**src/design/lmbps_pkg.sv**
```systemverilog
// Shared types and constants for the LED matrix bit-plane scanner.
`timescale 1ns / 1ps
`default_nettype none
package lmbps_pkg;

  localparam logic ACT_WRITE = 1'b0;
  localparam logic ACT_TICK  = 1'b1;

  localparam int CFG_IDX_W = 4;
  localparam int CFG_DATA_W = 8;

  localparam logic [CFG_IDX_W-1:0] REG_FIRST_PERIOD  = 4'd0;
  localparam logic [CFG_IDX_W-1:0] REG_PLANE0_PERIOD = 4'd1;
  localparam logic [CFG_IDX_W-1:0] REG_PLANE1_PERIOD = 4'd2;
  localparam logic [CFG_IDX_W-1:0] REG_PLANE2_PERIOD = 4'd3;

  localparam logic [7:0] RST_FIRST_PERIOD  = 8'h30;
  localparam logic [7:0] RST_PLANE0_PERIOD = 8'd7;
  localparam logic [7:0] RST_PLANE1_PERIOD = 8'd20;
  localparam logic [7:0] RST_PLANE2_PERIOD = 8'd40;

  typedef enum logic [1:0] {
    ST_IDLE,
    ST_FETCH,
    ST_LOAD,
    ST_SHIFT
  } state_t;

  typedef struct packed {
    logic accept;
    logic start;
    logic load;
    logic emit;
    logic next_byte;
  } ctl_cmd_t;

  typedef struct packed {
    logic tick_match;
    logic bit_end;
    logic byte_end;
    logic out_free;
  } dp_stat_t;

endpackage
`default_nettype wire

```
**src/design/lmbps_ctrl.sv**
```systemverilog
// Scan controller: sequences fetch, load and shift of one line.
`timescale 1ns / 1ps
`default_nettype none
module lmbps_ctrl (
  input  wire logic                clk,
  input  wire logic                rst_n,
  input  wire logic                in_valid,
  output logic                     in_stall,
  input  wire lmbps_pkg::dp_stat_t stat,
  output lmbps_pkg::ctl_cmd_t      cmd
);
  import lmbps_pkg::*;

  state_t state_r;
  state_t state_nxt;

  always_ff @(posedge clk) begin
    if (!rst_n) begin
      state_r <= ST_IDLE;
    end else begin
      state_r <= state_nxt;
    end
  end

  always_comb begin
    state_nxt = state_r;
    cmd       = '0;
    in_stall  = 1'b1;
    unique case (state_r)
      ST_IDLE: begin
        in_stall   = 1'b0;
        cmd.accept = in_valid;
        if (in_valid && stat.tick_match) begin
          cmd.start = 1'b1;
          state_nxt = ST_FETCH;
        end
      end
      ST_FETCH: begin
        state_nxt = ST_LOAD;
      end
      ST_LOAD: begin
        cmd.load  = 1'b1;
        state_nxt = ST_SHIFT;
      end
      ST_SHIFT: begin
        if (stat.out_free) begin
          cmd.emit = 1'b1;
          if (stat.bit_end) begin
            if (stat.byte_end) begin
              state_nxt = ST_IDLE;
            end else begin
              cmd.next_byte = 1'b1;
              state_nxt     = ST_FETCH;
            end
          end
        end
      end
      default: begin
        state_nxt = ST_IDLE;
      end
    endcase
  end

endmodule
`default_nettype wire

```
**src/design/lmbps_dp.sv**
```systemverilog
// Scan datapath: frame store, timer, scan position and output register.
`timescale 1ns / 1ps
`default_nettype none
module lmbps_dp #(
  parameter int ROW_COUNT  = 8,
  parameter int NUM_PLANES = 3,
  parameter int LINE_BYTES = 2
) (
  input  wire logic                                   clk,
  input  wire logic                                   rst_n,
  input  wire logic                                   cfg_we,
  input  wire logic [lmbps_pkg::CFG_IDX_W-1:0]        cfg_index,
  input  wire logic [lmbps_pkg::CFG_DATA_W-1:0]       cfg_wdata,
  input  wire logic                                   in_action,
  input  wire logic [1:0]                             in_wr_plane,
  input  wire logic [2:0]                             in_wr_row,
  input  wire logic [2:0]                             in_wr_byte,
  input  wire logic [7:0]                             in_wr_data,
  input  wire lmbps_pkg::ctl_cmd_t                    cmd,
  output lmbps_pkg::dp_stat_t                         stat,
  output logic                                        out_valid,
  input  wire logic                                   out_stall,
  output logic [2:0]                                  out_row_select,
  output logic [1:0]                                  out_shown_plane,
  output logic [5:0]                                  out_column,
  output logic                                        out_data_bit,
  output logic                                        out_last
);
  import lmbps_pkg::*;

  localparam int DEPTH  = NUM_PLANES * ROW_COUNT * LINE_BYTES;
  localparam int ADDR_W = (DEPTH > 1) ? $clog2(DEPTH) : 1;
  localparam int BYTE_W = (LINE_BYTES > 1) ? $clog2(LINE_BYTES) : 1;

  logic [7:0] mem [DEPTH];
  logic [DEPTH-1:0] valid_r;
  logic [7:0] rd_data_r;
  logic       rd_valid_r;

  logic [7:0] plane0_period_r;
  logic [7:0] plane1_period_r;
  logic [7:0] plane2_period_r;
  logic [7:0] tick_count_r, tick_count_nxt;
  logic [7:0] compare_r, compare_nxt;
  logic       matched_r, matched_nxt;
  logic [2:0] scan_row_r, scan_row_nxt;
  logic [1:0] scan_plane_r, scan_plane_nxt;
  logic [2:0] line_row_r;
  logic [1:0] line_plane_r;
  logic [BYTE_W-1:0] byte_idx_r;
  logic [2:0] bit_idx_r;
  logic [7:0] shift_r;

  logic              out_valid_r;
  logic [2:0]        out_row_r;
  logic [1:0]        out_plane_r;
  logic [5:0]        out_column_r;
  logic              out_bit_r;
  logic              out_last_r;

  logic              wr_in_range;
  logic              wr_en;
  logic [ADDR_W-1:0] wr_addr;
  logic [ADDR_W-1:0] rd_addr;

  assign wr_in_range = (int'(in_wr_plane) < NUM_PLANES) && (int'(in_wr_row) < ROW_COUNT) &&
                       (int'(in_wr_byte) < LINE_BYTES);
  assign wr_en   = cmd.accept && (in_action == ACT_WRITE) && wr_in_range;
  assign wr_addr = ADDR_W'((int'(in_wr_plane) * ROW_COUNT + int'(in_wr_row)) * LINE_BYTES +
                           int'(in_wr_byte));
  assign rd_addr = ADDR_W'((int'(line_plane_r) * ROW_COUNT + int'(line_row_r)) * LINE_BYTES +
                           int'(byte_idx_r));

  always_ff @(posedge clk) begin
    if (wr_en) begin
      mem[wr_addr] <= in_wr_data;
    end
    rd_data_r <= mem[rd_addr];
  end

  always_ff @(posedge clk) begin
    if (!rst_n) begin
      valid_r    <= '0;
      rd_valid_r <= 1'b0;
    end else begin
      if (wr_en) begin
        valid_r[wr_addr] <= 1'b1;
      end
      rd_valid_r <= valid_r[rd_addr];
    end
  end

  assign stat.tick_match = (in_action == ACT_TICK) && (tick_count_r == compare_r);
  assign stat.bit_end    = (bit_idx_r == 3'd7);
  assign stat.byte_end   = (byte_idx_r == BYTE_W'(LINE_BYTES - 1));
  assign stat.out_free   = !out_valid_r || !out_stall;

  always_comb begin
    tick_count_nxt = tick_count_r;
    compare_nxt    = compare_r;
    matched_nxt    = matched_r;
    scan_row_nxt   = scan_row_r;
    scan_plane_nxt = scan_plane_r;
    if (cfg_we && (cfg_index == REG_FIRST_PERIOD) && !matched_r) begin
      compare_nxt = cfg_wdata;
    end
    if (cmd.accept && (in_action == ACT_TICK)) begin
      if (cmd.start) begin
        tick_count_nxt = '0;
        matched_nxt    = 1'b1;
        if (scan_row_r == '0) begin
          unique case (scan_plane_r)
            2'd0: compare_nxt = plane0_period_r;
            2'd1: compare_nxt = plane1_period_r;
            2'd2: compare_nxt = plane2_period_r;
            default: compare_nxt = compare_r;
          endcase
        end
        if (scan_row_r == 3'(ROW_COUNT - 1)) begin
          scan_row_nxt = '0;
          if (scan_plane_r == 2'(NUM_PLANES - 1)) begin
            scan_plane_nxt = '0;
          end else begin
            scan_plane_nxt = scan_plane_r + 2'd1;
          end
        end else begin
          scan_row_nxt = scan_row_r + 3'd1;
        end
      end else begin
        tick_count_nxt = tick_count_r + 8'd1;
      end
    end
  end

  always_ff @(posedge clk) begin
    if (!rst_n) begin
      plane0_period_r <= RST_PLANE0_PERIOD;
      plane1_period_r <= RST_PLANE1_PERIOD;
      plane2_period_r <= RST_PLANE2_PERIOD;
      tick_count_r    <= '0;
      compare_r       <= RST_FIRST_PERIOD;
      matched_r       <= 1'b0;
      scan_row_r      <= '0;
      scan_plane_r    <= '0;
      byte_idx_r      <= '0;
      bit_idx_r       <= '0;
      out_valid_r     <= 1'b0;
    end else begin
      if (cfg_we) begin
        unique case (cfg_index)
          REG_PLANE0_PERIOD: plane0_period_r <= cfg_wdata;
          REG_PLANE1_PERIOD: plane1_period_r <= cfg_wdata;
          REG_PLANE2_PERIOD: plane2_period_r <= cfg_wdata;
          default: ;
        endcase
      end
      tick_count_r <= tick_count_nxt;
      compare_r    <= compare_nxt;
      matched_r    <= matched_nxt;
      scan_row_r   <= scan_row_nxt;
      scan_plane_r <= scan_plane_nxt;
      if (cmd.start) begin
        byte_idx_r <= '0;
      end else if (cmd.next_byte) begin
        byte_idx_r <= byte_idx_r + BYTE_W'(1);
      end
      if (cmd.load) begin
        bit_idx_r <= '0;
      end else if (cmd.emit) begin
        bit_idx_r <= bit_idx_r + 3'd1;
      end
      if (cmd.emit) begin
        out_valid_r <= 1'b1;
      end else if (!out_stall) begin
        out_valid_r <= 1'b0;
      end
    end
  end

  always_ff @(posedge clk) begin
    if (cmd.start) begin
      line_row_r   <= scan_row_r;
      line_plane_r <= scan_plane_r;
    end
    if (cmd.load) begin
      shift_r <= rd_valid_r ? rd_data_r : 8'h00;
    end else if (cmd.emit) begin
      shift_r <= {1'b0, shift_r[7:1]};
    end
    if (cmd.emit) begin
      out_row_r    <= line_row_r;
      out_plane_r  <= line_plane_r;
      out_column_r <= {3'(byte_idx_r), bit_idx_r};
      out_bit_r    <= shift_r[0];
      out_last_r   <= stat.bit_end && stat.byte_end;
    end
  end

  assign out_valid       = out_valid_r;
  assign out_row_select  = out_row_r;
  assign out_shown_plane = out_plane_r;
  assign out_column      = out_column_r;
  assign out_data_bit    = out_bit_r;
  assign out_last        = out_last_r;

endmodule
`default_nettype wire

```
**src/design/led_matrix_bit_plane_scanner_core.sv**
```systemverilog
// Top level of the LED matrix bit-plane scanner.
//
// Input items either write one byte of the frame store or deliver one timer
// tick; a tick that does not match only advances the counter. A tick that
// matches keeps the input stalled while the line is sent, shifted out one bit
// per cycle unless the result side stalls: each byte takes one frame-store
// read through the single registered read port, one load into the shift
// register and eight shifts. One result item is emitted per shifted bit,
// LINE_BYTES*8 in all. The frame store is cleared at reset at once by one
// valid flag per entry; there is no clearing pass.
`timescale 1ns / 1ps
`default_nettype none
module led_matrix_bit_plane_scanner_core #(
  parameter int ROW_COUNT  = 8,
  parameter int NUM_PLANES = 3,
  parameter int LINE_BYTES = 2
) (
  input  wire logic                               clk,
  input  wire logic                               rst_n,
  input  wire logic                               cfg_we,
  input  wire logic [lmbps_pkg::CFG_IDX_W-1:0]    cfg_index,
  input  wire logic [lmbps_pkg::CFG_DATA_W-1:0]   cfg_wdata,
  input  wire logic                               in_valid,
  output logic                                    in_stall,
  input  wire logic                               in_action,
  input  wire logic [1:0]                         in_wr_plane,
  input  wire logic [2:0]                         in_wr_row,
  input  wire logic [2:0]                         in_wr_byte,
  input  wire logic [7:0]                         in_wr_data,
  output logic                                    out_valid,
  input  wire logic                               out_stall,
  output logic [2:0]                              out_row_select,
  output logic [1:0]                              out_shown_plane,
  output logic [5:0]                              out_column,
  output logic                                    out_data_bit,
  output logic                                    out_last
);
  import lmbps_pkg::*;

  ctl_cmd_t cmd;
  dp_stat_t stat;

  lmbps_ctrl u_ctrl (
    .clk      (clk),
    .rst_n    (rst_n),
    .in_valid (in_valid),
    .in_stall (in_stall),
    .stat     (stat),
    .cmd      (cmd)
  );

  lmbps_dp #(
    .ROW_COUNT  (ROW_COUNT),
    .NUM_PLANES (NUM_PLANES),
    .LINE_BYTES (LINE_BYTES)
  ) u_dp (
    .clk             (clk),
    .rst_n           (rst_n),
    .cfg_we          (cfg_we),
    .cfg_index       (cfg_index),
    .cfg_wdata       (cfg_wdata),
    .in_action       (in_action),
    .in_wr_plane     (in_wr_plane),
    .in_wr_row       (in_wr_row),
    .in_wr_byte      (in_wr_byte),
    .in_wr_data      (in_wr_data),
    .cmd             (cmd),
    .stat            (stat),
    .out_valid       (out_valid),
    .out_stall       (out_stall),
    .out_row_select  (out_row_select),
    .out_shown_plane (out_shown_plane),
    .out_column      (out_column),
    .out_data_bit    (out_data_bit),
    .out_last        (out_last)
  );

endmodule
`default_nettype wire

```
**config.mk**
```make
export PLATFORM = sky130hd
export DESIGN_NAME = led_matrix_bit_plane_scanner_core
export DESIGN_NICKNAME = d
export VERILOG_FILES = /design/src/design/lmbps_pkg.sv /design/src/design/lmbps_ctrl.sv /design/src/design/lmbps_dp.sv /design/src/design/led_matrix_bit_plane_scanner_core.sv
export SDC_FILE = /design/constraint.sdc
export NUM_CORES = 1
export LEC_CHECK = 0
export ABC_CLOCK_PERIOD_IN_PS = 4800
export BUFFER_PORTS_ARGS = -buffer_cell sky130_fd_sc_hd__buf_2
export CAP_MARGIN = 5
export CORE_ASPECT_RATIO = 0.6
export CORE_MARGIN = 2
export CORE_UTILIZATION = 45
export CTS_CLUSTER_SIZE = 24
export DETAILED_ROUTE_END_ITERATION = 10
export HOLD_SLACK_MARGIN = 0.06
export PLACE_DENSITY_LB_ADDON = 0.12
export SKIP_CTS_REPAIR_TIMING = 1
export SLEW_MARGIN = 10
export SYNTH_ARGS = -nofsm -noshare
export SYNTH_HDL_FRONTEND = slang
export SYNTH_SLANG_ARGS = --single-unit
```
**constraint.sdc**
```tcl
create_clock -name clk -period 4.8 [get_ports clk]
set_clock_uncertainty 0.05 [all_clocks]
set_input_delay 0.24 -clock clk [delete_from_list [all_inputs] [get_ports clk]]
set_output_delay 0.24 -clock clk [all_outputs]
set_load 0.005 [all_outputs]
```
==> qor.txt <==
largest net degree at the start of global routing: 110
leak pwr: 7.49 nW
number of iterations in the first detailed-routing pass: 5
Post-synth EDFFs: 408
status: completed
port bufs: 46
GRT Resource Usage Total: 21.4%
Wirelength per Cell: 26.9 um
Tcrit/Tclk final: 71.0%
Synthesis Warnings: 0
commonest cells after routing, fill and taps aside: 408 x edfxtp_1, 109 x mux4_2, 109 x dfxtp_1
vias: 10.8k
Setup WS pre-CTS: 1500 ps
HPWL after DPL: 31.1 mm
post-synth top area cell: edfxtp_1
Root Driver: clkbuf_16
layout cells sized above 1: 19.5%
TNS Setup: 0 ps
Hold/Removal Path Class: input pin to flop
Die Wd: 279 um
Worst-Margin Slew: 1100 ps
Seq/Total Area, Yosys: 71.0%
post-DR vias/cell: 5.86
Post-Syn Instances: 1161
Remaining DRCs: 0
largest cells by area after synthesis: edfxtp_1 60%, mux4_2 12%, dfxtp_1 11%
H-tree depth: 2
Worst Path Arrival: 3550 ps
most common cell after layout, fill and taps aside: edfxtp_1
Cell variety after synth: 52
# rows: 60
Placer Congestion: 0.845
final hold violation count: 0
RSZ-0062 raised after global routing: no
Crit Path Class: flop to flop
share of the synthesized area in the top cell type: 60.2%
Tmin final: 3410 ps
Num CTS Buffers: 47
VDD IR max: 342 uV
final slew viol count: 0
total core area: 44700 sq um
drt total wl: 49.7 mm
Rel. slew slack: 26.8%
remaining antenna violation count: 0
initial antenna violation count: 2
synthesized flop and latch total: 518
Critical Path RT: 4940 ps
DIE AREA: 47000 sq um
Mean Syn Cell Area: 17.5 sq um
grt ovf: 0
clk slew on worst S/H paths: 70 ps
DR iter-0 viols: 1029
Critical Path Sink Type: flop
max_cap viols: 0
Pwr Density: 396 nW/um^2
first-pass GRT wire length: 72.7 mm
Mapped Area: 20400 sq um
later-pin clock latency in the skew report: 570 ps
Worst Path Max Fanout: 9
Area growth syn-to-layout: 12.1%
# diodes: 0
Die H: 169 um
TritonCTS clock tree: done
Num Clock Sinks: 518
ys flop type: edfxtp_1
Critical Path Start Type: flop
io pins: 49
final worst slack: 1390 ps
initial core utilization: 45.5%
post-layout net count: 1269
CTS Buffer Depth: 3
Setup-failing EPs final: 0
ys async rst share: 0%
FMAX: 294 MHz
vias in the first global route: 10.3k
==> synthesized netlist by cell type, drive strengths merged (2+ instances only) <==
| cell | n |
|---|---|
| nand3 | 18 |
| o22ai | 33 |
| a22oi | 8 |
| inv | 19 |
| nand3b | 3 |
| clkbuf | 27 |
| or3b | 2 |
| mux4 | 114 |
| nor2b | 6 |
| o21a | 49 |
| or4 | 8 |
| xor2 | 2 |
| mux2i | 44 |
| nor2 | 96 |
| a2111oi | 3 |
| a21oi | 11 |
| and3 | 5 |
| o21ai | 20 |
| edfxtp | 408 |
| nand2 | 48 |
| xnor2 | 14 |
| or3 | 5 |
| mux2 | 2 |
| nand4 | 4 |
| nand2b | 2 |
| and4 | 2 |
| ha | 17 |
| buf | 33 |
| a211oi | 24 |
| nor3 | 6 |
| nor3b | 2 |
| and2 | 5 |
| dfxtp | 110 |
==> worst paths after layout <==
kind / start / cells after the start / slack, ps / to
worst max-delay path: u_ctrl.state_r[0] / 6 / 1390 / u_dp.mem[43][1]
worst min-delay path: in_valid / 4 / 110 / u_dp.tick_count_r[1]
worst max register to register: u_ctrl.state_r[0] / 6 / 1390 / u_dp.mem[43][1]
worst min register to register: u_dp.shift_r[0] / 0 / 370 / u_dp.out_data_bit
==> power by group <==
group | switching (W) | leakage, nW | internal (W)
Clock | 0.00166 | 0.792 | 0.00232
Sequential | 0.00000645 | 4.57 | 0.00484
Combinational | 0.000155 | 2.13 | 0.0000507
Total | 0.00182 | 7.49 | 0.00721
==> sequential cells by signal (all words and copies together) (netlist names), 4 cells and up <==
signal	flops
u_dp.out_column	4
u_dp.rd_data_r	8
u_dp.plane0_period_r	8
u_dp.tick_count_r	8
u_dp.shift_r	8
u_dp.valid_r	48
u_dp.mem	384
u_dp.plane2_period_r	8
u_dp.compare_r	8
u_dp.plane1_period_r	8
==> kinds of logic after synthesis <==
logic type / after synthesis / share of synthesized area (%)
AOI/OAI and AO/OA: 156 / 5.41
DFF: 518 / 71.0
other: 1 / 0.0184
buffers and inverters: 79 / 2.01
and+or+nand+nor: 213 / 4.77
xor gates and xnor gates: 16 / 0.688
muxes: 160 / 15.0
adders and majority gates: 18 / 1.14
==> layer usage <==
| layer | routed length, um | up-vias | GRT usage [%] |
|---|---|---|---|
| met4 | 908 | 0 | 4.70 |
| met5 | 0 | - | 0 |
| met3 | 4430 | 57 | 5.48 |
| li1 | - | 4721 | - |
| met1 | 25000 | 5609 | 35.8 |
| met2 | 19400 | 427 | 27.5 |
==> critical path, cell delays in order, from the launching register on <==
cell	delay [ps]
dfxtp_1	310
inv_1	140
ha_1	300
nand2_1	240
a2111oi_4	460
nand3_1	640
nor2_1	880
==> cell type report <==
type	count	area [sq um]
clock buffers	63	1290
clock inverters	25	334
fillers	3628	21900
inverters	19	71.3
multi-input cells	565	5500
flip-flops and latches	518	14500
well taps	589	737
repair buffers	66	440
==> stage by stage <==
step	instances	utilization [%]	area, sq um	hold WS, ps	power (W)
after floorplan	1162	-	20400	289	0.00502
after global placement	1748	47.2	21100	358	0.00514
after detailed placement	1748	47.2	21100	363	0.00514
after CTS	1836	50.8	22700	-158	0.00911
after global routing	1845	51.0	22800	119	0.00932
final	1845	51.0	22800	113	0.00903
No activity file was read; power rests on OpenSTA's default activity.
